==> src/qxmm_pkg.sv <==
`timescale 1ns / 1ps
// ----------------------------------------------------------------------------
// qxmm_pkg
// Shared widths, constants and types of the X-frame quad motor mixer.
// ----------------------------------------------------------------------------
package qxmm_pkg;

    localparam int NUM_MOTORS = 4;
    localparam int NUM_STAGES = 6;

    localparam int CMD_W  = 16;
    localparam int THR_W  = 10;
    localparam int WGT_W  = 17;
    localparam int PCT_W  = 7;
    localparam int MOT_W  = 10;
    localparam int MIX_W  = 11;   // mix after the +/-1000 limit
    localparam int LIM_W  = 11;   // floor / ceiling, up to 1270
    localparam int CNUM_W = 26;   // curve numerator, |x| <= 2e7
    localparam int PROD_W = 43;   // weight * curve numerator
    localparam int DIVV_W = 22;   // biased value / 32
    localparam int QUO_W  = 12;   // biased quotient
    localparam int SUM_W  = 14;   // throttle + signed delta

    localparam int MIX_LIMIT = 1000;

    localparam logic [PCT_W-1:0] MAX_THR_RST = 7'd80;
    localparam logic [PCT_W-1:0] IDLE_RST    = 7'd20;
    localparam logic [PCT_W-1:0] MAX_PWM_RST = 7'd100;

    // curve: p * (11000 + 9*|p|) / 20000
    localparam logic [14:0] CURVE_LIN = 15'd11000;
    localparam logic [13:0] CURVE_SQ  = 14'd9;

    // floor(q / 20000) = floor((q + 2048*20000) / 32 / 625) - 2048
    localparam logic signed [27:0] DIV_BIAS  = 28'sd40960000;
    localparam logic [QUO_W-1:0]   QUO_BIAS  = 12'd2048;
    localparam logic [22:0]        RECIP_625 = 23'd6871948;  // ceil(2^32 / 625)
    localparam int                 RECIP_SH  = 32;

    localparam logic [MOT_W-1:0] OUT_MAX = 10'd1023;

    typedef enum logic [1:0] {
        CFG_MAX_THR    = 2'd0,
        CFG_IDLE_SPEED = 2'd1,
        CFG_MAX_PWM    = 2'd2
    } t_cfg_idx;

    typedef struct packed {
        logic [PCT_W-1:0] max_thr;
        logic [PCT_W-1:0] idle;
        logic [PCT_W-1:0] max_pwm;
    } t_cfg;

    typedef struct packed {
        logic [THR_W-1:0] thr;
        logic [LIM_W-1:0] lo;
        logic [LIM_W-1:0] hi;
        logic             armed;
    } t_side;

    typedef struct packed {
        logic [NUM_STAGES-1:0] en;
    } t_pipe_ctl;

    typedef logic signed [MIX_W-1:0] t_mix;
    typedef logic [QUO_W-1:0]        t_quo;

endpackage

==> src/qxmm_cfg_regs.sv <==
`timescale 1ns / 1ps
// ----------------------------------------------------------------------------
// qxmm_cfg_regs
// Configuration registers: throttle limit, idle floor and motor ceiling.
// ----------------------------------------------------------------------------
module qxmm_cfg_regs (
    input  logic                        i_clk,
    input  logic                        i_rst_n,
    input  logic                        i_cfg_we,
    input  logic [1:0]                  i_cfg_idx,
    input  logic [qxmm_pkg::PCT_W-1:0]  i_cfg_data,
    output qxmm_pkg::t_cfg              o_cfg
);
    import qxmm_pkg::*;

    t_cfg r_cfg;
    t_cfg n_cfg;

    always_comb begin
        n_cfg = r_cfg;
        if (i_cfg_we) begin
            case (i_cfg_idx)
                CFG_MAX_THR:    n_cfg.max_thr = i_cfg_data;
                CFG_IDLE_SPEED: n_cfg.idle    = i_cfg_data;
                CFG_MAX_PWM:    n_cfg.max_pwm = i_cfg_data;
                default:        n_cfg = r_cfg;
            endcase
        end
    end

    always_ff @(posedge i_clk) begin
        if (!i_rst_n) begin
            r_cfg.max_thr <= MAX_THR_RST;
            r_cfg.idle    <= IDLE_RST;
            r_cfg.max_pwm <= MAX_PWM_RST;
        end else begin
            r_cfg <= n_cfg;
        end
    end

    assign o_cfg = r_cfg;

endmodule

==> config.mk <==
export PLATFORM = sky130hd
export DESIGN_NAME = qxmm_cfg_regs
export DESIGN_NICKNAME = d
export VERILOG_FILES = /design/src/qxmm_pkg.sv /design/src/qxmm_cfg_regs.sv
export SDC_FILE = /design/constraint.sdc
export NUM_CORES = 1
export LEC_CHECK = 0
export ABC_AREA = 1
export BUFFER_PORTS_ARGS = -buffer_cell sky130_fd_sc_hd__buf_2
export CORE_UTILIZATION = 50
export CTS_CLUSTER_DIAMETER = 80
export DETAILED_ROUTE_END_ITERATION = 6
export HOLD_SLACK_MARGIN = 0.08
export PLACE_DENSITY = 0.79
export SLEW_MARGIN = 20
export SYNTH_ARGS = -nofsm -noshare
export SYNTH_HDL_FRONTEND = slang
export SYNTH_SLANG_ARGS = --single-unit
==> constraint.sdc <==
create_clock -name i_clk -period 1.4 [get_ports i_clk]
set_clock_uncertainty 0.1 [all_clocks]
set_input_delay 0.07 -clock i_clk [delete_from_list [all_inputs] [get_ports i_clk]]
set_output_delay 0.07 -clock i_clk [all_outputs]
set_load 0.02 [all_outputs]
# [Word level (Yosys, flattened, before mapping)]
# Cells that the tools add are included.
[word_totals] ff_bits=21 latch_bits=0 mem_bits_rw=0 mem_bits_ro=0 out_inout_bits=21 elab_cells=9 memories=0
[op_classes] addsub=0 multipliers=0 n_div=0 n_lt_le_gt_ge=0 n_eq_ne=2 n_shift=0 mux=0 n_bitwise=0 reduce_logical=4
[ops] op="2-bit AND reduction" count=3
[ops] op="2-bit by 1-bit == test with 1-bit output (second input constant)" count=1
[ops] op="2-bit == test (second input constant)" count=1
[ops] op="2-bit logical NOT" count=1

# [Depth between registers and ports, before layout]
[logic_depth] depth_word=2 depth_mapped=6 depth_no_buf=5

# [Worst setup path before layout]
# OpenSTA, ideal clock, no wires.
[synth_path] kind="reg2reg" from="register, netlist name o_cfg[1]" to="register r_cfg, in the netlist o_cfg[1]" setup_time_ns=0.064 arrival_ns=0.647 t_required_ns=1.236 setup_slack_ns=0.589 stages_incl_launch_ff=5 period_less_slack_ns=0.811 path_cell_list="dfxtp_1 -> inv_1 -> nand2_2 -> nand2_1 -> nor2_1"
[synth_lines] element="end signal: assignment" line_no="qxmm_cfg_regs.sv:37" rtl="r_cfg <= n_cfg;"
[synth_lines] element="end: declaration" line_no="qxmm_cfg_regs.sv:16" rtl="t_cfg r_cfg;"

==> metrics.md <==
| Metric | Value |
|---|---|
| Maxcap violations | `0` |
| GRT Util Overall | `22.10%` |
| Vias in the first global route | `740` |
| Root Buffer | `clkbuf_4` |
| N_diodes | `0` |
| Longest Clk Path Bufs | `2` |
| Worst-Margin Slew | `698.9 ps` |
| Routed vias | `935` |
| Post-synthesis sequential area ratio | `46.47%` |
| Post-Synth Adder-Cell Area | `0%` |
| Ys Warns | `0` |
| Final setup viols | `0` |
| Critical path capture point type | `register` |
| Cells after DPL | `176` |
| HPWL after DPL | `1303 µm` |
| Maximum VDD drop | `574.2 µV` |
| Initial core utilization | `52.97%` |
| Number of CTS-inserted buffers | `3` |
| Mapped cell area | `904.6 µm²` |
| Post-CTS setup buffer count | `0` |
| Worst-Skew Late Latency | `300 ps` |
| Largest net degree at the start of global routing | `21` |
| Layout cells sized above 1 | `25.60%` |
| CTS sink count | `21` |
| Net count after synthesis | `137` |
| Die Width | `44.54 µm` |
| Period minus WS final | `1347 ps` |
| Largest family of logic cells by synthesized area | `simple AND/OR/NAND/NOR gates` |
| Power Dens Cells | `964.1 nW/µm²` |
| Fmax | `0.7425 GHz` |
| Mux share of post-synthesis cell area | `0%` |
| Compound-cell area share of the yosys netlist | `2.766%` |
| Worst Path Max Fanout | `3` |
| Remaining antenna violation count after routing | `0` |
| Initial antenna violation count | `0` |
| Synth Area in XOR/XNOR | `0%` |
| Avg WL per Cell | `10.72 µm` |
| Post-cts sizing count | `0` |
| Number of flip-flops under the largest register name | `21` |
| Area of the multi-input gates | `362.8 µm²` |
| Layout Nets | `181` |
| Ports | `33` |
| Simple-Gate Fraction of Synth Area | `37.34%` |
| # H-tree levels | `1` |
| Fillers | `149` |
| Register area | `420.4 µm²` |
| Hold crit path type | `in -> reg` |
| RePlAce Congestion | `0.8015` |
| Starting DRT DRC Count | `31` |
| CP Class | `in -> reg` |
| Distinct cells, synth | `15` |
| CORE AREA | `1708 µm²` |
| Final wirelength | `2068 µm` |
| Worst EP required | `1490 ps` |
| Status | `completed` |
| Final Hold Fails | `0` |
| Num rows | `15` |
| RSZ-0062 raised after global routing | `false` |
| Startpoint types | `input port` |
| Global-route wire length before repair | `3160 µm` |
| Post-Syn Instances | `125` |
| Arrival @ worst endpoint | `1440 ps` |
| Tcrit/Tclk final | `96.20%` |
| First-pass DRT Iterations | `4` |
| Post-synthesis register bit count | `21` |
| Fin area | `1199 µm²` |
| Placed cell area | `1042 µm²` |
| TNS Setup | `0 ps` |
| DR vias/cell | `4.845` |
| # port buffers | `32` |
| Global route overflow | `0` |
| DRC Markers | `0` |
| Clk slew on worst S/H paths | `110 ps` |
| Static Leak | `0.0006449 µW` |
| Final std cells w/o fill | `193` |
| Max-Slew Margin vs Limit | `53.25%` |
| Syn_area_per_cell | `7.237 µm²` |
| DIE HEIGHT | `44.54 µm` |
| Area Growth Syn to Fin | `32.50%` |
| CTS tree | `yes` |
| Pins Over Slew Limit | `0` |
| DIE AREA | `1983 µm²` |
cells in the final DEF, fill, tap and decap left out, drive strengths merged:
cell type	Yosys	final
buf	6	33
nand2	31	31
nor2	24	24
dfxtp	21	21
inv	16	16
nand3	16	16
dlygate4sd3	0	13
nand4	5	5
a21oi	5	5
clkbuf	1	4
cell families (layout without fill, tap and decap cells):
kind of cell           Yosys count  count (layout)
AND/OR/NAND/NOR                 76              76
buffers and inverters           23              66
flip-flops                      21              21
AO/OA/AOI/OAI                    5               5
area by class of cell:
cell class | instances | area share, %
Clock buffer | 4 | 2.192
Inverter | 16 | 5.010
Multi-Input combinational cell | 81 | 30.27
Sequential cell | 21 | 35.07
Tap cell | 25 | 2.610
Timing Repair Buffer | 46 | 24.84
stage by stage:
| step | hold WS (ps) | util (%) | total power, µW | worst slack (ps) |
|---|---|---|---|---|
| floorplan | 90.72 | - | 790.6 | 589.2 |
| global placement | 235.1 | 61.03 | 845.3 | 356.1 |
| detailed placement | 249.9 | 61.03 | 849.6 | 317.7 |
| CTS | 82.99 | 70.18 | 1159 | 74.95 |
| global route | 116.6 | 70.18 | 1207 | 9.335 |
| finish | 95.47 | 70.18 | 1156 | 53.17 |
layer usage:
| layer | global-route usage [%] | routed length, µm | vias up |
|---|---|---|---|
| met5 | 0 | 0 | - |
| met4 | 10.91 | 36 | 0 |
| met3 | 3.673 | 133 | 4 |
| met2 | 36.18 | 971 | 42 |
| met1 | 28.03 | 927 | 415 |
| li1 | - | - | 474 |
power breakdown:
| group | internal, µW | switching (µW) | leakage, µW |
|---|---|---|---|
| clock | 111 | 175 | 0.0000150 |
| sequential | 629 | 13.9 | 0.000172 |
| combinational | 88.9 | 138 | 0.000458 |
synthesized netlist by cell type:
library cell	instances	area share, %
nor2_2	1	0.69
nor2_1	23	9.5
nand2_1	28	12
nand3_1	14	7.7
dfxtp_1	21	46
buf_6	4	5.0
buf_4	1	0.83
clkbuf_1	1	0.41
a21oi_1	5	2.8
buf_2	1	0.55
inv_1	15	6.2
nand2_2	3	2.1
inv_2	1	0.41
nand4_1	5	3.5
nand3_2	2	2.2
what timing repair did:
action / in CTS / in global routing
endpoints found under the hold margin: 21 / 0
hold buffers: 13 / 0
endpoints found under the setup margin: 0 / 0
worst max-delay path: stages:
cell and delay (ps):
dlygate4sd3_1 530, buf_2 140, nor2_1 90, nor2_1 60, dlygate4sd3_1 550
worst paths after layout:
check | start | endpoint | slack, ps | depth (start not counted)
worst max-delay path | i_cfg_data[1] | o_cfg[8] | 50 | 5
worst min-delay path | i_cfg_idx[0] | o_cfg[18] | 100 | 4
worst max register to register | o_cfg[8] | o_cfg[8] | 140 | 5
worst min register to register | o_cfg[5] | o_cfg[5] | 370 | 2
Note: power is estimated with default switching activity, not from simulation.
