<file path="src/qxmm_pkg.sv">
`timescale 1ns / 1ps
// ----------------------------------------------------------------------------
// qxmm_pkg
// Shared widths, constants and types of the X-frame quad motor mixer.
// ----------------------------------------------------------------------------
package qxmm_pkg;

    localparam int NUM_MOTORS = 4;
    localparam int NUM_STAGES = 6;

    localparam int CMD_W  = 16;
    localparam int THR_W  = 10;
    localparam int WGT_W  = 17;
    localparam int PCT_W  = 7;
    localparam int MOT_W  = 10;
    localparam int MIX_W  = 11;   // mix after the +/-1000 limit
    localparam int LIM_W  = 11;   // floor / ceiling, up to 1270
    localparam int CNUM_W = 26;   // curve numerator, |x| <= 2e7
    localparam int PROD_W = 43;   // weight * curve numerator
    localparam int DIVV_W = 22;   // biased value / 32
    localparam int QUO_W  = 12;   // biased quotient
    localparam int SUM_W  = 14;   // throttle + signed delta

    localparam int MIX_LIMIT = 1000;

    localparam logic [PCT_W-1:0] MAX_THR_RST = 7'd80;
    localparam logic [PCT_W-1:0] IDLE_RST    = 7'd20;
    localparam logic [PCT_W-1:0] MAX_PWM_RST = 7'd100;

    // curve: p * (11000 + 9*|p|) / 20000
    localparam logic [14:0] CURVE_LIN = 15'd11000;
    localparam logic [13:0] CURVE_SQ  = 14'd9;

    // floor(q / 20000) = floor((q + 2048*20000) / 32 / 625) - 2048
    localparam logic signed [27:0] DIV_BIAS  = 28'sd40960000;
    localparam logic [QUO_W-1:0]   QUO_BIAS  = 12'd2048;
    localparam logic [22:0]        RECIP_625 = 23'd6871948;  // ceil(2^32 / 625)
    localparam int                 RECIP_SH  = 32;

    localparam logic [MOT_W-1:0] OUT_MAX = 10'd1023;

    typedef enum logic [1:0] {
        CFG_MAX_THR    = 2'd0,
        CFG_IDLE_SPEED = 2'd1,
        CFG_MAX_PWM    = 2'd2
    } t_cfg_idx;

    typedef struct packed {
        logic [PCT_W-1:0] max_thr;
        logic [PCT_W-1:0] idle;
        logic [PCT_W-1:0] max_pwm;
    } t_cfg;

    typedef struct packed {
        logic [THR_W-1:0] thr;
        logic [LIM_W-1:0] lo;
        logic [LIM_W-1:0] hi;
        logic             armed;
    } t_side;

    typedef struct packed {
        logic [NUM_STAGES-1:0] en;
    } t_pipe_ctl;

    typedef logic signed [MIX_W-1:0] t_mix;
    typedef logic [QUO_W-1:0]        t_quo;

endpackage

</file>
<file path="src/qxmm_curve_lane.sv">
`timescale 1ns / 1ps
// ----------------------------------------------------------------------------
// qxmm_curve_lane
// Stages 2-5 of one motor: curve numerator, weight product, /20000 floor.
// ----------------------------------------------------------------------------
module qxmm_curve_lane (
    input  logic                        i_clk,
    input  qxmm_pkg::t_pipe_ctl         i_ctl,
    input  qxmm_pkg::t_mix              i_p,
    input  logic [qxmm_pkg::WGT_W-1:0]  i_w,
    output qxmm_pkg::t_quo              o_quo
);
    import qxmm_pkg::*;

    logic signed [MIX_W-1:0]       ap;
    logic [13:0]                   sq;
    logic [14:0]                   fac;
    logic signed [MIX_W+15:0]      cnum_full;
    logic signed [PROD_W:0]        prod_full;
    logic signed [PROD_W-17:0]     q;
    logic signed [27:0]            u_s;
    logic [DIVV_W+22:0]            quo_full;

    logic signed [CNUM_W-1:0]      r_cnum;
    logic signed [PROD_W-1:0]      r_prod;
    logic [DIVV_W-1:0]             r_v;
    t_quo                          r_quo;

    always_comb begin
        // stage 2: p * (11000 + 9*|p|)
        ap        = (i_p < 0) ? -i_p : i_p;
        sq        = 14'(ap[MIX_W-2:0]) * CURVE_SQ;
        fac       = CURVE_LIN + 15'(sq);
        cnum_full = i_p * $signed({1'b0, fac});
        // stage 3: weight product
        prod_full = $signed({1'b0, i_w}) * r_cnum;
        // stage 4: floor by 65536, bias positive, drop the factor 32
        q         = r_prod[PROD_W-1:16];
        u_s       = 28'(q) + DIV_BIAS;
        // stage 5: divide by 625 with a reciprocal
        quo_full  = (DIVV_W+23)'(r_v) * (DIVV_W+23)'(RECIP_625);
    end

    always_ff @(posedge i_clk) begin
        if (i_ctl.en[1]) begin
            r_cnum <= cnum_full[CNUM_W-1:0];
        end
        if (i_ctl.en[2]) begin
            r_prod <= prod_full[PROD_W-1:0];
        end
        if (i_ctl.en[3]) begin
            r_v <= u_s[26:5];
        end
        if (i_ctl.en[4]) begin
            r_quo <= quo_full[RECIP_SH+QUO_W-1:RECIP_SH];
        end
    end

    assign o_quo = r_quo;

endmodule

</file>
<file path="config.mk">
export PLATFORM = sky130hd
export DESIGN_NAME = qxmm_curve_lane
export DESIGN_NICKNAME = d
export VERILOG_FILES = /design/src/qxmm_pkg.sv /design/src/qxmm_curve_lane.sv
export SDC_FILE = /design/constraint.sdc
export NUM_CORES = 2
export LEC_CHECK = 0
export BUFFER_PORTS_ARGS = -buffer_cell sky130_fd_sc_hd__buf_2
export CELL_PAD_IN_SITES_DETAIL_PLACEMENT = 0
export CELL_PAD_IN_SITES_GLOBAL_PLACEMENT = 1
export CORE_MARGIN = 1
export CORE_UTILIZATION = 49
export CTS_CLUSTER_SIZE = 20
export DETAILED_ROUTE_END_ITERATION = 7
export PLACE_DENSITY_LB_ADDON = 0.1
export SYNTH_ARGS = -nofsm -noshare
export SYNTH_HDL_FRONTEND = slang
export SYNTH_SLANG_ARGS = --single-unit
</file>
<file path="constraint.sdc">
create_clock -name i_clk -period 16.8 [get_ports i_clk]
set_input_delay 1.68 -clock i_clk [delete_from_list [all_inputs] [get_ports i_clk]]
set_output_delay 1.68 -clock i_clk [all_outputs]
set_load 0.03 [all_outputs]
</file>
; ---- Word-level counts from Yosys, hierarchy flattened
; Index checks and enable logic that the tools add are counted.
[classes]
mul = 4
magnitude_cmp = 1
muxes = 1
addsub = 3
[op_table]
columns = cell, n
row1 = 18-bit by 26-bit multiplier with 43-bit output, 1
row2 = "22-bit by 21-bit multiplier with 42-bit output, second input constant", 1
row3 = "27-bit adder, second input constant", 1
row4 = 11-bit by 16-bit multiplier with 26-bit output, 1
row5 = "14-bit by 14-bit adder with 15-bit output, first input constant", 1
row6 = "10-bit by 4-bit multiplier with 14-bit output, second input constant", 1
row7 = "11-bit by 1-bit less-than comparator with 1-bit output, second input constant", 1
row8 = 10-bit 2-to-1 mux, 1
row9 = 10-bit negator, 1
[totals]
reg_bits = 103
input_bits = 35
output_inout_bits = 12
word_cells = 13

; ---- Logic depth before layout (Yosys ltp)
[logic_depth]
ltp_word = 5
depth_mapped = 38
depth_no_buf = 37

; ---- Least setup slack after synthesis
; OpenSTA, ideal clock, no wires.
[synth_path]
kind = input -> register
start = in i_p[0]
end = reg r_cnum[25], data pin
t_arrival_ns = 9.799
path_slack_ns = 6.741
required_ns = 16.540
setup_ns = 0.260
path_stages = 36
n_path_buf = 0
cell_sequence = inv_1 ha_1 nand2b_1 xnor2_1 inv_1 ha_1 ha_1 xnor2_1 fa_1 a21oi_1 nor2_1 nor2_1 o21bai_1 a21oi_1 nor2b_1 o21ai_0 xnor2_1 nand2_1 fa_1 fa_1 inv_1 fa_1 fa_1 inv_1 fa_1 inv_1 ha_1 a21oi_1 o21ai_0 or3_1 o21bai_1 o311ai_1 or4_1 a31oi_1 o21ai_1 xnor2_1
[synth_between]
elab_chain_len = 5
elab_cells_between_ends = 6
classes_between = add/sub (2) / mul (2) / order compare (1) / mux (1)
[synth_lines]
columns = element, line_no
row1 = start: declaration, qxmm_curve_lane.sv:9  ; input qxmm_pkg::t_mix i_p,
row2 = 10-bit negator / 11-bit by 1-bit less-than comparator with 1-bit output (equally long branches), qxmm_curve_lane.sv:31  ; ap = (i_p < 0) ? -i_p : i_p;
row3 = 10-bit 2-to-1 mux, qxmm_curve_lane.sv:31
row4 = 10-bit by 4-bit multiplier with 14-bit output, qxmm_curve_lane.sv:32  ; sq = 14'(ap[MIX_W-2:0]) * CURVE_SQ;
row5 = 14-bit by 14-bit adder with 15-bit output, qxmm_curve_lane.sv:33  ; fac = CURVE_LIN + 15'(sq);
row6 = 11-bit by 16-bit multiplier with 26-bit output *, qxmm_curve_lane.sv:34  ; cnum_full = i_p * $signed({1'b0, fac});
row7 = via cnum_full[25], qxmm_curve_lane.sv:18  ; logic signed [MIX_W+15:0] cnum_full;
row8 = end signal: assignment, qxmm_curve_lane.sv:46  ; r_cnum <= cnum_full[CNUM_W-1:0];
row9 = end: declaration, qxmm_curve_lane.sv:24  ; logic signed [CNUM_W-1:0] r_cnum;
; Mark *: on every way through the listed nets, which the timed path passes. The rest lies on a longest branch.
; A chain may end at the register's enable or synchronous reset.

; ---- Final worst setup path
; Same ends and word-level chain as after synthesis.

==> metrics.md <==
| Metric | Value |
|---|---|
| CTS root buffer | sky130_fd_sc_hd__clkbuf_16 |
| Count of endpoints failing hold in the final timing report | 0 |
| Final critical-path share of the clock period | 68.2% |
| Simple-gate area share of the yosys netlist | 11.9% |
| Slowest cell on the critical path | sky130_fd_sc_hd__xnor2_1 |
| Ratio of cells with drive above 1 in the final layout | 2.75% |
| Hold Path Class | flip-flop to flip-flop |
| Number of nets at the end of the flow | 4303 |
| Worst clock skew | 0.00929 ns |
| Initial antenna violation count | 3 |
| CTS Hold Bufs | 0 |
| Slew of the pin with the lowest slew margin | 1.12 ns |
| Worst slew margin | 24.8% |
| Yosys reg bits | 82 |
| Compound-Gate Fraction of Synth Area | 3.66% |
| Syn Std Cell Area | 31000 µm² |
| Post-synthesis mux area share | 0% |
| Top metal layer carrying routed signals | met5 |
| Diodes inserted | 0 |
| Post-route minimum period | 11.46 ns |
| Core outline area | 62100 µm² |
| Routability Congestion | 0.875 |
| Sum of buffers and inverters on the critical path | 6 |
| Detailed-routing wirelength on met1 | 30.9 mm |
| Average via count per standard cell | 5.09 |
| Starting Density | 50.0% |
| Clk_lat worst skew | 0.38 ns |
| Global Route Usage Sum | 24.7% |
| Number of global-route vias before repair | 22.9k |
| Top-count cell post-synth | sky130_fd_sc_hd__inv_1 |
| Proportion of synthesized flip-flops having asynchronous set or reset | 0% |
| DRT antenna net count | 0 |
| Die Ht | 254 µm |
| Routed wl met2 | 38.3 mm |
| Area share of the leading cell type in the synthesized netlist | 46.6% |
| Number of DRC markers after the initial detailed-route iteration | 805 |
| # port buffers | 44 |
| Syn_area_per_cell | 9.73 µm² |
| Largest cells by area after synthesis | sky130_fd_sc_hd__fa_1 47%, sky130_fd_sc_hd__ha_1 16%, sky130_fd_sc_hd__inv_1 11% |
| Outcome | finished, final reports clean |
| Bufs on Longest Clock Path | 2 |
| Number of detailed-route iterations in the first pass | 5 |
| Slowest stage delay, CP | 0.74 ns |
| Largest family of logic cells by synthesized area | adder cells |
| Setup total negative slack | 0 ns |
| Routed Wire Length | 73.6 mm |
| Critical-path maximum fanout | 23 |
| Data arrival, critical path | 11.59 ns |
| F_max | 87.2 MHz |
| Commonest cells post-synth | 872 x sky130_fd_sc_hd__inv_1, 721 x sky130_fd_sc_hd__fa_1, 387 x sky130_fd_sc_hd__ha_1 |
| P&R area growth vs syn | 4.44% |
| Average routed wire per standard cell | 18.4 µm |
| Drc violations | 0 |
| Post-synthesis share of cell area spent on full adders, half adders and majority gates | 62.2% |
| Most instantiated flip-flop cell in the synthesis netlist | sky130_fd_sc_hd__edfxtp_1 |
| Mapped Nets | 4329 |
| Crit path kind | primary input to flip-flop |
| Clock tree from TritonCTS | yes |
| Category of the worst setup path launch point | primary input |
| Crit-path leading delay family | adder cells |
| Yosys synthesis warning count | 0 |
| Number of non-filler instances in the completed layout | 4002 |
| CP endpoint kind | flip-flop |
| Post-synthesis sequential area ratio | 7.94% |
| FP Rows | 91 |
| Pin count of the biggest net entering global routing | 27 |
| Detailed-route via count | 20.4k |
| Fin. max-slew vios | 0 |
| Die Area | 64300 µm² |
| Remaining global-route overflow | 0 |
| Cells after DPL | 3986 |
| Clock sink count | 82 |
| Syn Inst Count | 3186 |
| Number of buffers inserted during clock tree synthesis | 9 |
| Horizontal die dimension | 254 µm |
| Post-cts repair resize count | 0 |
| Distinct cell type count of the synthesized netlist | 54 |
| Cell taking the most area after synthesis | sky130_fd_sc_hd__fa_1 |
| Data required time of the worst path | 16.93 ns |
| Number of levels the H-tree was split into | 3 |
| Max-cap violations | 0 |
| RSZ-0062 raised after global routing | no |
| Area share of xor/xnor cells in the synthesized design | 2.63% |
| Final count of negative-setup-slack endpoints | 0 |
| EDFF count, synth | 82 |
| Met3 wire length | 2.64 mm |
| Setup Buffers After CTS | 0 |
| DP HPWL | 62.9 mm |
| I/O Pins | 47 |
| Post-CTS clock slew at the launch and capture registers of the worst setup and hold paths | 0.07 ns |
| First-pass GRT wire length | 121 mm |
[cell families after synthesis]
family	after synthesis
AOI/OAI and AO/OA	168
DFF	82
xor gates and xnor gates	93
and+or+nand+nor	766
adders and majority gates	1108
buffers and inverters	969
[through the flow]
| step | hold slack [ns] | utilization [%] | area, µm² | worst slack [ns] |
|---|---|---|---|---|
| 6_report | 0.421 | 52.2 | 32400 | 5.34 |
| 5_1_grt | 0.434 | 52.2 | 32400 | 4.41 |
| 4_1_cts | 0.421 | 52.2 | 32400 | 5.27 |
| 3_5_place_dp | 0.405 | 51.6 | 32000 | 4.87 |
| 3_3_place_gp | 0.403 | 51.6 | 32000 | 5.04 |
| 2_1_floorplan | 0.400 | - | 31000 | 6.74 |
[final cells by class]
class / instances / area, µm²
fill: 5792 / 29700
multi-input combinational: 2135 / 24900
inverter: 873 / 3280
sequential: 82 / 2460
tap: 837 / 1050
timing repair buffer: 59 / 333
clock buffer: 9 / 225
clock inverter: 7 / 130
[sequential cells by signal, indices dropped and copies added, names as in the netlist]
| signal | count |
|---|---|
| r_prod | 22 |
| r_v | 22 |
| o_quo | 12 |
| r_cnum | 26 |
[worst paths after layout]
kind                              endpoint  depth (start not counted)  slack [ns]  startpoint
worst max-delay path            r_cnum[25]                         35        5.34      i_p[0]
worst min-delay path                r_v[7]                          0        0.42  r_prod[28]
worst max register to register  r_prod[41]                         20        9.60  r_cnum[10]
worst min register to register      r_v[7]                          0        0.42  r_prod[28]
[per-layer routing]
metal | track usage, % | vias to the layer above
li1 | - | 9356
met4 | 6.42 | 4
met1 | 30.4 | 10500
met2 | 45.1 | 356
met5 | 0 | -
met3 | 3.34 | 104
[layout by cell type, fill, tap and decap left out, drive strengths merged, types with 26 or more instances in the layout]
master  Yosys  layout
inv       872     876
xor2       26      26
a21oi      46      46
fa        721     721
o21ai      29      29
nand2     379     379
buf         1      59
ha        387     387
nor2       59      59
and2      238     238
xnor2      67      67
edfxtp     82      82
Power is left out: the tool's default activity adds up to more than one toggle a clock period on the data nets, which glitch-free logic cannot reach.
