<file path="src/qxmm_pkg.sv">
`timescale 1ns / 1ps
// ----------------------------------------------------------------------------
// qxmm_pkg
// Shared widths, constants and types of the X-frame quad motor mixer.
// ----------------------------------------------------------------------------
package qxmm_pkg;

    localparam int NUM_MOTORS = 4;
    localparam int NUM_STAGES = 6;

    localparam int CMD_W  = 16;
    localparam int THR_W  = 10;
    localparam int WGT_W  = 17;
    localparam int PCT_W  = 7;
    localparam int MOT_W  = 10;
    localparam int MIX_W  = 11;   // mix after the +/-1000 limit
    localparam int LIM_W  = 11;   // floor / ceiling, up to 1270
    localparam int CNUM_W = 26;   // curve numerator, |x| <= 2e7
    localparam int PROD_W = 43;   // weight * curve numerator
    localparam int DIVV_W = 22;   // biased value / 32
    localparam int QUO_W  = 12;   // biased quotient
    localparam int SUM_W  = 14;   // throttle + signed delta

    localparam int MIX_LIMIT = 1000;

    localparam logic [PCT_W-1:0] MAX_THR_RST = 7'd80;
    localparam logic [PCT_W-1:0] IDLE_RST    = 7'd20;
    localparam logic [PCT_W-1:0] MAX_PWM_RST = 7'd100;

    // curve: p * (11000 + 9*|p|) / 20000
    localparam logic [14:0] CURVE_LIN = 15'd11000;
    localparam logic [13:0] CURVE_SQ  = 14'd9;

    // floor(q / 20000) = floor((q + 2048*20000) / 32 / 625) - 2048
    localparam logic signed [27:0] DIV_BIAS  = 28'sd40960000;
    localparam logic [QUO_W-1:0]   QUO_BIAS  = 12'd2048;
    localparam logic [22:0]        RECIP_625 = 23'd6871948;  // ceil(2^32 / 625)
    localparam int                 RECIP_SH  = 32;

    localparam logic [MOT_W-1:0] OUT_MAX = 10'd1023;

    typedef enum logic [1:0] {
        CFG_MAX_THR    = 2'd0,
        CFG_IDLE_SPEED = 2'd1,
        CFG_MAX_PWM    = 2'd2
    } t_cfg_idx;

    typedef struct packed {
        logic [PCT_W-1:0] max_thr;
        logic [PCT_W-1:0] idle;
        logic [PCT_W-1:0] max_pwm;
    } t_cfg;

    typedef struct packed {
        logic [THR_W-1:0] thr;
        logic [LIM_W-1:0] lo;
        logic [LIM_W-1:0] hi;
        logic             armed;
    } t_side;

    typedef struct packed {
        logic [NUM_STAGES-1:0] en;
    } t_pipe_ctl;

    typedef logic signed [MIX_W-1:0] t_mix;
    typedef logic [QUO_W-1:0]        t_quo;

endpackage

</file>
<file path="src/qxmm_mix.sv">
`timescale 1ns / 1ps
// ----------------------------------------------------------------------------
// qxmm_mix
// Stage 1: yaw limit, X-frame mixing, +/-1000 mix limit, floor and ceiling.
// ----------------------------------------------------------------------------
module qxmm_mix (
    input  logic                        i_clk,
    input  qxmm_pkg::t_pipe_ctl         i_ctl,
    input  qxmm_pkg::t_cfg              i_cfg,
    input  logic signed [qxmm_pkg::CMD_W-1:0] i_roll_cmd,
    input  logic signed [qxmm_pkg::CMD_W-1:0] i_pitch_cmd,
    input  logic signed [qxmm_pkg::CMD_W-1:0] i_yaw_cmd,
    input  logic [qxmm_pkg::THR_W-1:0]  i_base_throttle,
    input  logic [qxmm_pkg::WGT_W-1:0]  i_throttle_weight,
    input  logic                        i_throttle_low,
    input  logic                        i_armed,
    output qxmm_pkg::t_mix              o_p [qxmm_pkg::NUM_MOTORS],
    output logic [qxmm_pkg::WGT_W-1:0]  o_w,
    output qxmm_pkg::t_side             o_side
);
    import qxmm_pkg::*;

    localparam logic signed [CMD_W+1:0] MIX_HI = (CMD_W+2)'(MIX_LIMIT);
    localparam logic signed [CMD_W+1:0] MIX_LO = -MIX_HI;

    logic [9:0]                ylim_u;
    logic signed [CMD_W:0]     ylim;
    logic signed [CMD_W:0]     yaw_x;
    logic signed [CMD_W:0]     yaw_c;
    logic signed [CMD_W+1:0]   roll_e;
    logic signed [CMD_W+1:0]   pitch_e;
    logic signed [CMD_W+1:0]   yaw_e;
    logic signed [CMD_W+1:0]   mix [NUM_MOTORS];
    logic signed [CMD_W+1:0]   mix_c [NUM_MOTORS];
    t_side                     side;

    t_mix                      r_p [NUM_MOTORS];
    logic [WGT_W-1:0]          r_w;
    t_side                     r_side;

    always_comb begin
        ylim_u = 10'({3'b000, i_cfg.max_thr}) * 10'd5;
        ylim   = $signed({7'b0, ylim_u});
        yaw_x  = (CMD_W+1)'(i_yaw_cmd);
        if (yaw_x < -ylim) begin
            yaw_c = -ylim;
        end else if (yaw_x > ylim) begin
            yaw_c = ylim;
        end else begin
            yaw_c = yaw_x;
        end

        roll_e  = (CMD_W+2)'(i_roll_cmd);
        pitch_e = (CMD_W+2)'(i_pitch_cmd);
        yaw_e   = (CMD_W+2)'(yaw_c);

        mix[0] = -roll_e + pitch_e + yaw_e;
        mix[1] =  roll_e + pitch_e - yaw_e;
        mix[2] =  roll_e - pitch_e + yaw_e;
        mix[3] = -roll_e - pitch_e - yaw_e;

        for (int k = 0; k < NUM_MOTORS; k++) begin
            if (mix[k] < MIX_LO) begin
                mix_c[k] = MIX_LO;
            end else if (mix[k] > MIX_HI) begin
                mix_c[k] = MIX_HI;
            end else begin
                mix_c[k] = mix[k];
            end
        end

        side.thr   = i_base_throttle;
        side.lo    = i_throttle_low ? '0 : LIM_W'({4'b0000, i_cfg.idle}) * LIM_W'(10);
        side.hi    = LIM_W'({4'b0000, i_cfg.max_pwm}) * LIM_W'(10);
        side.armed = i_armed;
    end

    always_ff @(posedge i_clk) begin
        if (i_ctl.en[0]) begin
            for (int k = 0; k < NUM_MOTORS; k++) begin
                r_p[k] <= mix_c[k][MIX_W-1:0];
            end
            r_w    <= i_throttle_weight;
            r_side <= side;
        end
    end

    assign o_p    = r_p;
    assign o_w    = r_w;
    assign o_side = r_side;

endmodule

</file>
<file path="config.mk">
export PLATFORM = sky130hd
export DESIGN_NAME = qxmm_mix
export DESIGN_NICKNAME = d
export VERILOG_FILES = /design/src/qxmm_pkg.sv /design/src/qxmm_mix.sv
export SDC_FILE = /design/constraint.sdc
export NUM_CORES = 1
export LEC_CHECK = 0
export BUFFER_PORTS_ARGS = -buffer_cell sky130_fd_sc_hd__buf_2
export CORE_MARGIN = 5
export CORE_UTILIZATION = 40
export DETAILED_ROUTE_END_ITERATION = 10
export MAX_ROUTING_LAYER = met4
export RECOVER_POWER = 50
export SLEW_MARGIN = 5
export SYNTH_ARGS = -nofsm -noshare
export SYNTH_HDL_FRONTEND = slang
export SYNTH_SLANG_ARGS = --single-unit
</file>
<file path="constraint.sdc">
create_clock -name i_clk -period 26.4 [get_ports i_clk]
set_input_delay 3.96 -clock i_clk [delete_from_list [all_inputs] [get_ports i_clk]]
set_output_delay 3.96 -clock i_clk [all_outputs]
set_load 0.1 [all_outputs]
</file>
Yosys cells after proc, flatten, opt, wreduce, memory -nomap -nowiden. Cells that the tools add are included.

Flip-flop bits (word level): 93. Latch bits: 0. Bits in writable memories: 0. Bits in read-only memories: 0. Input bits: 105. Logic and storage cells: 47. Memories kept: 0.

$add $sub $neg: 10. $mul: 3. Divide/modulo/power cells: 0. Magnitude comparators: 10. Equality and inequality tests: 0. Shift-type cells: 0. Muxes and demuxes: 6. Bitwise gates (word level): 0. Reduce and logical (&&, ||, !) cells: 4.

Operators with widths (count): $gt 18x11->1 const B (4); $lt 18x11->1 const B (4); $mux 11 (4); $mux 17 (2); $mul 7x3->10 const B (3); $add 17x17->18 (1); $add 18x16->18 (1); $add 18x17->18 (1); $neg 16->18 (1); $sub 17x17->18 (1); $sub 18x16->18 (1); $sub 18x17->18 (1); $add 16x16->17 (1); $lt 16x17->1 (1); $neg 10->17 (1); $sub 16x16->17 (1); $gt 16x11->1 (1); $reduce_or 2->1 (4).

Depth between registers and ports, before layout. Gate-level depths: netlist of the first run.

Word-level depth: 7. Gate-level depth with buffers: 34. Mapped depth without buffers: 31.

Least setup slack after synthesis of the first run. No wires, ideal clock.

Path kind: input-to-reg. Start: input i_cfg[15] in the netlist's numbering. End: register r_p, in the netlist o_p[36], data pin. Setup time: 0.254 ns. Arrival time: 11.407 ns. Path slack: 14.739 ns. Stages on the path: 34. Buffers on the path: 3. Path through: ha_1 -> ha_1 -> fa_1 -> a21oi_1 -> nor2_1 -> nor2_1 -> xor2_1 -> and3_1 -> clkbuf_1 -> and3_1 -> ha_1 -> a21o_1 -> a21o_1 -> a211oi_1 -> o211ai_1 -> o22ai_1 -> clkbuf_1 -> clkbuf_1 -> nand2_1 -> o21ai_1 -> inv_1 -> fa_1 -> inv_1 -> ha_1 -> fa_1 -> a211o_1 -> a21oi_1 -> o31ai_1 -> a21oi_2 -> xnor2_1 -> or4_1 -> nor4_4 -> nand2_1 -> a21o_1.

Longest elaborated chain between the ends: 7. Elaborated cells between the ends (all ways): 10.

RTL lines: from (decl) (RTL line qxmm_mix.sv:9) `input qxmm_pkg::t_cfg i_cfg,`; $mul 7x3->10 * (RTL line qxmm_mix.sv:42) `ylim_u = 10'({3'b000, i_cfg.max_thr}) * 10'd5;`; $neg 10->17 / $gt 16x11->1 (equally long branches) (RTL line qxmm_mix.sv:45, qxmm_mix.sv:46, qxmm_mix.sv:47); $lt 16x17->1 / $mux 17 (equally long branches) (RTL line qxmm_mix.sv:45, qxmm_mix.sv:47); $mux 17 * (RTL line qxmm_mix.sv:45) `if (yaw_x < -ylim) begin`; $add 18x17->18 * (RTL line qxmm_mix.sv:57) `mix[0] = -roll_e + pitch_e + yaw_e;`; $lt 18x11->1 / $gt 18x11->1 (equally long branches) (RTL line qxmm_mix.sv:63, qxmm_mix.sv:65); $reduce_or 2->1 (no source line); to (signal, indexed assignment) (RTL line qxmm_mix.sv:81) `r_p[k] <= mix_c[k][MIX_W-1:0];`; to (decl) (RTL line qxmm_mix.sv:37) `t_mix r_p [NUM_MOTORS];`.

Every way passes the cells marked *; elsewhere a longest branch is shown, timed or not. A chain may end at the register's enable or synchronous reset.

Worst setup path after layout of the first run.
Start: input i_cfg[16] in the netlist's numbering. End: register r_p, in the netlist o_p[25], data pin.

Longest elaborated chain between the ends: 7. Elaborated cells between the ends (all ways): 10.

RTL lines: $mul 7x3->10 * (RTL line qxmm_mix.sv:42); $neg 10->17 / $gt 16x11->1 (equally long branches) (RTL line qxmm_mix.sv:45, qxmm_mix.sv:46, qxmm_mix.sv:47); $lt 16x17->1 / $mux 17 (equally long branches) (RTL line qxmm_mix.sv:45, qxmm_mix.sv:47); $mux 17 * (RTL line qxmm_mix.sv:45); $sub 17x17->18 * (RTL line qxmm_mix.sv:58) `mix[1] = roll_e + pitch_e - yaw_e;`; $lt 18x11->1 / $gt 18x11->1 (equally long branches) (RTL line qxmm_mix.sv:63, qxmm_mix.sv:65); $reduce_or 2->1 (no source line).

Marked as above.

==> qor.yml, run 1 <==
logic_synthesis:
  ys_seq_area_share_pct: 25.0
  synth_edf_count: 92
  ys_warn_count: 0
  synthesis.area_um2: 11000
  ys.flop_type: "edfxtp_1"
  synthDistinctLibCells: 88
  ys_seq_elements: 92
  async_flop_share_pct: 0
  avgSynthCellArea_um2: 9.64
  syn_inst: 1146
clock_network:
  htreeDepth: 3
  cts_hold_buf: 0
  cts_buffers: 9
  cts-root-buf: "clkbuf_16"
  post_cts_buffers: 0
  cts_max_path_buffers: 2
  numClockSinks: 92
  cts_resized: 0
  clkTransAtPathRegs_ps: 70
  cts_tree: "yes"
cells_and_area:
  layout-drive-gt1-share_pct: 11.7
  layout_common_cells: "ha_1, buf_2, edfxtp_1"
  fin_nets: 1630
  final_common_cell: "ha_1"
  finish.instance_area_um2: 12600
  syn2layout_area_growth_pct: 14.0
  fillers: 2664
timing:
  hold_ws_ps: 3790
  drv_slew: 0
  setup_tns_ps: 0
  finalCritPeriodShare_pct: 50.2
  rsz0062_at_grt: "false"
  setup_viol: 0
  fin_crit_ps: 13260
  worstMarginPinSlew_ps: 1440
  fmax_mhz: 75.4
  worst_slack_ps: 13140
  relSlewSlack_pct: 4.12
  hold_viol: 0
drt:
  drt_wl_total_um: 30400
  drc_errors: 0
  wire_per_inst_um: 17.8
  drt_iter0_markers: 721
  avgViaCountPerCell: 5.47
  routed-via-count: 9357
  drt_pre_antenna_iters: 5
  ant_nets: 0
floorplan:
  die_h_um: 176
  start_util_pct: 40.8
  core_area_um2: 27100
  dieWidth_um: 176
  die-area_um2: 31000
  rows: 60
  io_pins: 199
placement:
  port-buffer-count: 191
  dp_hpwl_um: 25900
  place_ws_ps: 12890
  gp_congestion: 0.920
  post_dp_cell_area_um2: 12400
critical_path:
  cpMostUsedCell: "ha_1"
  path_class: "primary input to register"
  endpoint: "o_p[25]"
  cp-start-kind: "primary input"
  critPathSlowestCell: "xor2_1"
  crit_fanout: 29
  slowest_delay_ps: 790
  crit_arrival_ps: 13340
  critPathLaunch: "i_cfg[16]"
  cp.required_ps: 26490
  end_kind: "register"
grt:
  grt_util_all_layers_pct: 19.4
  grt.overflow.total: 0
  antenna_found_initial: 8
  grt_pass1_vias: 8925
  grt_pass1_wl_um: 46900
  grt_max_degree: 66
hold_path:
  min_path_type: "primary input to register"
power:
  p_per_area_nw_per_um2: 86.8
  vdd_drop_max_mv: 0.0412
  p_leak_nw: 5.30
flow_run:
  timing.max_cap.violations: 0
outcome:
  status: "finished clean"
[layer usage]
layer	up-vias	part of all wire, %	track usage, %
li1	4582	-	-
met1	4436	46	26.3
met2	319	45	31.0
met3	20	7.6	3.40
met4	0	1.3	3.57
met5	-	0	-
[layout make-up]
cell class	instances	area [µm²]	area share (%)
antenna	8	20.0	0.159
clock buffer	9	225	1.79
clock inverter	7	65.1	0.517
inverter	87	327	2.59
multi-input combinational	942	7850	62.4
sequential	92	2760	21.9
tap	372	465	3.70
timing repair buffer	194	872	6.93
[synthesized netlist by cell type (9+ instances only)]
cell	count	share of area, %
nand2b_1	10	0.57
o22ai_1	9	0.51
nand4_1	16	0.91
clkbuf_1	21	0.71
or3_1	11	0.62
o21ai_0	42	1.9
inv_1	87	3.0
nor3_1	22	1.0
o211ai_1	13	0.88
xor2_1	37	2.9
fa_1	68	12
nor2_1	69	2.3
xnor2_1	56	4.4
edfxtp_1	92	25
a21o_1	38	2.6
a21oi_1	78	3.5
nand3_1	27	1.2
or4_1	9	0.61
nand2_1	68	2.3
o21a_1	25	1.7
nor2b_1	23	1.3
and2_1	11	0.62
and3_1	13	0.74
a211oi_1	16	1.1
ha_1	131	15
[worst max-delay path, delay by kind of cell]
kind	cells	cell delay [ps]
muxes	2	710
buffers and inverters	2	180
AOI/OAI and AO/OA	13	3600
xor gates and xnor gates	2	1050
adders and majority gates	5	1800
and+or+nand+nor	7	2060
[worst min-delay path by stage]
stage	slack [ps]	to	start	cells past startpoint
6_report	3790	o_w[11]	i_throttle_weight[11]	1
5_1_grt	3770	o_w[11]	i_throttle_weight[11]	1
3_3_place_gp	4140	o_w[10]	i_throttle_weight[10]	1
3_5_place_dp	4140	o_w[7]	i_throttle_weight[7]	1
4_1_cts	3780	o_w[7]	i_throttle_weight[7]	1
2_1_floorplan	4060	o_side[0]	i_armed	0
[kinds of logic (layout without fill, tap and decap cells)]
logic type                 Yosys count  in the layout  synth area share [%]
and+or+nand+nor                    314            314                  14.9
AOI/OAI and AO/OA                  320            320                  20.1
other                                1             10                0.0339
xor gates and xnor gates            95             95                  7.67
DFF                                 92             92                  25.0
adders and majority gates          199            199                  27.2
muxes                               12             12                  1.17
buffers and inverters              113            297                  4.00
[stage by stage]
stage | utilization [%] | power, mW | cells
floorplan | - | 0.815 | 1147
global placement | 45.7 | 0.963 | 1687
detailed placement | 45.7 | 0.970 | 1687
CTS | 46.8 | 1.10 | 1703
global route | 46.5 | 1.17 | 1711
finish | 46.5 | 1.09 | 1711
[where the power goes]
| part | internal [mW] | switching [mW] | total (mW) | leakage [nW] |
|---|---|---|---|---|
| clock | 0.0665 | 0.0591 | 0.126 | 0.146 |
| sequential | 0.196 | 0.00587 | 0.202 | 0.896 |
| combinational | 0.232 | 0.533 | 0.766 | 4.26 |
| total | 0.495 | 0.598 | 1.09 | 5.30 |
[registers in the layout, summed over array words and instances (netlist names)]
signal	flops
o_p	44
o_w	17
o_side	31
Note: power is estimated with default switching activity, not from simulation.
==> run 2: changes to the inputs <==
==> constraint.sdc (replaced) <==
create_clock -name i_clk -period 13.6 [get_ports i_clk]
set_input_delay 2.04 -clock i_clk [delete_from_list [all_inputs] [get_ports i_clk]]
set_output_delay 2.04 -clock i_clk [all_outputs]
set_load 0.1 [all_outputs]
==> qor.yml, run 2 (synthesized netlist as in run 1, its figures left out) <==
critical_path:
  cp-start-kind: "primary input"
  cpMostUsedCell: "a21oi_1"
  path_class: "primary input to register"
  end_kind: "register"
  slowest_delay_ps: 750
  crit_fanout: 29
  crit_arrival_ps: 10930
  cp.required_ps: 13690
  critPathSlowestCell: "xor2_1"
power:
  pwr-share-seq_pct: 18.5
  intPower_uw: 960
  vdd_drop_max_mv: 0.0969
  switchingPower_mw: 1.16
  p_leak_nw: 5.32
  clockPowerShare_pct: 11.4
  combPwrFrac_pct: 70.1
  switching_share_pct: 54.7
  p_per_area_nw_per_um2: 168
drt:
  drt_pre_antenna_iters: 5
  routed-via-count: 9310
  ant_nets: 0
  wire_per_inst_um: 17.6
  drt_wl_total_um: 30200
  avgViaCountPerCell: 5.43
  drt_iter0_markers: 642
  drc_errors: 0
floorplan:
  start_util_pct: 40.8
  rows: 60
  core_area_um2: 27100
  die_h_um: 176
  die-area_um2: 31000
  dieWidth_um: 176
  io_pins: 199
grt:
  grt_max_degree: 64
  grt_pass1_vias: 9016
  grt_pass1_wl_um: 47200
  grt.overflow.total: 0
  grt_util_all_layers_pct: 19.4
  antenna_found_initial: 10
timing:
  setup_tns_ps: 0
  fmax_mhz: 92.3
  hold_ws_ps: 1870
  setup_viol: 0
  finalCritPeriodShare_pct: 79.7
  hold_viol: 0
  worstMarginPinSlew_ps: 1590
  fin_crit_ps: 10840
  relSlewSlack_pct: -6.12
  rsz0062_at_grt: "false"
  drv_slew: 31
clock_network:
  cts_max_path_buffers: 2
  post_cts_buffers: 0
  cts_buffers: 9
  htreeDepth: 3
  cts_resized: 0
  clkTransAtPathRegs_ps: 70
  cts_hold_buf: 0
  cts_tree: "yes"
  numClockSinks: 92
  cts-root-buf: "clkbuf_16"
placement:
  gp_congestion: 0.915
  port-buffer-count: 191
  dp_hpwl_um: 26000
cells_and_area:
  fin_nets: 1631
  syn2layout_area_growth_pct: 14.2
  fillers: 2683
  layout_common_cells: "ha_1, buf_2, edfxtp_1"
  layout-drive-gt1-share_pct: 12.2
  final_common_cell: "ha_1"
  largest_reg_flops: 44
  multi_input_area_um2: 7850
  seq_area_um2: 2760
outcome:
  violations: "max-capacitance violations, max-slew violations"
  status: "finished, violations left"
hold_path:
  min_path_type: "primary input to register"
flow_run:
  timing.max_cap.violations: 1
==> run 2: worst paths after layout <==
check	to	start	cells past startpoint	slack [ps]
worst max-delay path	o_p[3]	i_cfg[16]	31	2760
worst min-delay path	o_w[16]	i_throttle_weight[16]	1	1870
==> run 2: metal layers <==
| metal | wire [µm] | share of wire (%) | global-route usage (%) |
|---|---|---|---|
| met1 | 13600 | 45 | 25.7 |
| met2 | 13800 | 46 | 31.8 |
| met3 | 2520 | 8.3 | 3.36 |
| met4 | 309 | 1.0 | 3.64 |
| met5 | 0 | 0 | - |
==> run 2: worst max-delay path, delay by kind of cell <==
family	cells	cell delay [ps]
compound gates	11	2040
mux	2	1070
buf+inv	3	520
xor+xnor	3	1180
simple gates	7	2230
fa+ha+maj	5	1830
==> run 2: layout make-up <==
cell class | count | area share, %
antenna | 11 | 0.218
clock buffer | 9 | 1.79
clock inverter | 7 | 0.516
inverter | 87 | 2.59
multi-input combinational | 942 | 62.3
sequential | 92 | 21.9
tap | 372 | 3.69
timing repair buffer | 195 | 7.02
==> run 2: through the flow <==
step	setup WS, ps	utilization [%]	instances	instance area (µm²)	power [mW]
after detailed placement	2460	45.7	1688	12400	1.88
after floorplan	3860	-	1147	11100	1.58
after global routing	2190	46.5	1714	12600	2.28
after CTS	2810	46.8	1704	12700	2.13
after global placement	2480	45.7	1688	12400	1.87
final	2760	46.5	1715	12600	2.12
==> run 2: power by group through the flow <==
stage	registers [mW]	clock network, mW	logic (mW)
floorplan	0.755	0	0.827
global placement	0.396	0	1.47
detailed placement	0.398	0	1.49
CTS	0.391	0.248	1.49
global route	0.397	0.264	1.62
finish	0.392	0.243	1.49
==> run 3: changes to the inputs <==
==> constraint.sdc (replaced) <==
create_clock -name i_clk -period 10.22 [get_ports i_clk]
set_input_delay 1.533 -clock i_clk [delete_from_list [all_inputs] [get_ports i_clk]]
set_output_delay 1.533 -clock i_clk [all_outputs]
set_load 0.1 [all_outputs]
==> qor.yml, run 3 (synthesized netlist as in run 1, its figures left out) <==
clock_network:
  cts_max_path_buffers: 2
  htreeDepth: 3
  post_cts_buffers: 0
  cts-root-buf: "clkbuf_16"
  numClockSinks: 92
  clkTransAtPathRegs_ps: 70
  cts_tree: "yes"
  cts_buffers: 9
floorplan:
  start_util_pct: 40.8
  die-area_um2: 31000
  core_area_um2: 27100
  dieWidth_um: 176
  rows: 60
  die_h_um: 176
  io_pins: 199
grt:
  grt_util_all_layers_pct: 19.7
  grt.overflow.total: 0
  grt_pass1_vias: 9026
  antenna_found_initial: 9
  grt_pass1_wl_um: 47400
  grt_max_degree: 67
cells_and_area:
  layout_common_cells: "ha_1, buf_2, edfxtp_1"
  syn2layout_area_growth_pct: 15.4
  final_common_cell: "ha_1"
  finish.instance_area_um2: 12800
  utilization_pct: 47.0
  fin_nets: 1643
  largest_reg_flops: 44
  layout-drive-gt1-share_pct: 12.8
timing:
  relSlewSlack_pct: -4.34
  worstMarginPinSlew_ps: 1570
  finalCritPeriodShare_pct: 94.5
  drv_slew: 28
  fmax_mhz: 104
  setup_viol: 0
  setup_tns_ps: 0
  hold_viol: 0
  worst_slack_ps: 566
  fin_crit_ps: 9650
  rsz0062_at_grt: "false"
critical_path:
  crit_arrival_ps: 9740
  critical_path_buf_inv_count: 2
  cp-start-kind: "primary input"
  end_kind: "register"
  path_class: "primary input to register"
  crit_fanout: 15
  slowest_delay_ps: 680
  cp.required_ps: 10310
  critPathSlowestCell: "a221oi_1"
  path_delay_family: "compound AO/OA/AOI/OAI gates"
  cpMostUsedCell: "ha_1"
placement:
  post_dp_cell_area_um2: 12500
  dp_hpwl_um: 26200
  gp_congestion: 0.922
  port-buffer-count: 191
  place_ws_ps: 49.4
power:
  power.total_mw: 2.87
  vdd_drop_max_mv: 0.121
  p_leak_nw: 5.38
  p_per_area_nw_per_um2: 225
  switchingPower_mw: 1.53
  switching_share_pct: 53.4
  intPower_mw: 1.34
  pwr-share-seq_pct: 18.2
  combPwrFrac_pct: 69.4
  clockPowerShare_pct: 12.4
drt:
  drt_wl_total_um: 30400
  dr_wl_met2_um: 13900
  drt_pre_antenna_iters: 5
  avgViaCountPerCell: 5.37
  drt_iter0_markers: 536
  drc_errors: 0
  ant_nets: 0
  wire_per_inst_um: 17.6
  top_layer_used: "met4"
  m1WireLength_um: 13700
  met3WireLength_um: 2440
  routed-via-count: 9280
flow_run:
  timing.max_cap.violations: 1
hold_path:
  min_path_type: "primary input to register"
outcome:
  status: "finished, violations left"
  violations: "max-capacitance violations, max-slew violations"
==> run 3: changes by cell type in the layout (fill, tap and decap cells not counted), sizes merged <==
cell and change:
buf +8, clkinv -1, clkbuf +5, bufinv +2, inv -3, clkinvlp +1
==> run 3: power by group through the flow <==
stage	combinational, mW	sequential (mW)	clock [mW]
3_5_place_dp	2.00	0.529	0
2_1_floorplan	1.10	1.00	0
6_report	1.99	0.522	0.356
5_1_grt	2.17	0.529	0.384
3_3_place_gp	1.98	0.527	0
4_1_cts	2.00	0.521	0.366
==> run 3: path summary, 6_finish.rpt <==
kind  slack (ps)                   from  depth (start not counted)  endpoint
max          570              i_cfg[15]                         31    o_p[3]
min         1370  i_throttle_weight[14]                          1   o_w[14]
==> run 3: metal layers <==
| metal | global-route usage (%) | up-vias |
|---|---|---|
| met5 | - | - |
| met4 | 4.13 | 0 |
| met3 | 3.23 | 17 |
| met2 | 31.9 | 301 |
| met1 | 26.2 | 4347 |
| li1 | - | 4615 |
==> run 3: repair_timing <==
| action | 4_1_cts | 5_1_grt |
|---|---|---|
| hold buffers | 0 | 0 |
| setup endpoints to repair | 0 | 8 |
| gates resized for setup | 0 | 4 |
==> run 3: area by class of cell <==
| class | count | area, µm² |
|---|---|---|
| Fill cell | 2648 | 14400 |
| Multi-Input combinational cell | 942 | 7880 |
| Sequential cell | 92 | 2760 |
| Timing Repair Buffer | 207 | 971 |
| Tap cell | 372 | 465 |
| Inverter | 87 | 327 |
| Clock buffer | 10 | 229 |
| Clock inverter | 6 | 93.8 |
| Antenna cell | 11 | 27.5 |
==> run 3: through the flow <==
| stage | cells | hold slack [ps] |
|---|---|---|
| CTS | 1716 | 1350 |
| finish | 1727 | 1370 |
| global placement | 1700 | 1710 |
| detailed placement | 1700 | 1710 |
| floorplan | 1147 | 1630 |
| global route | 1725 | 1350 |
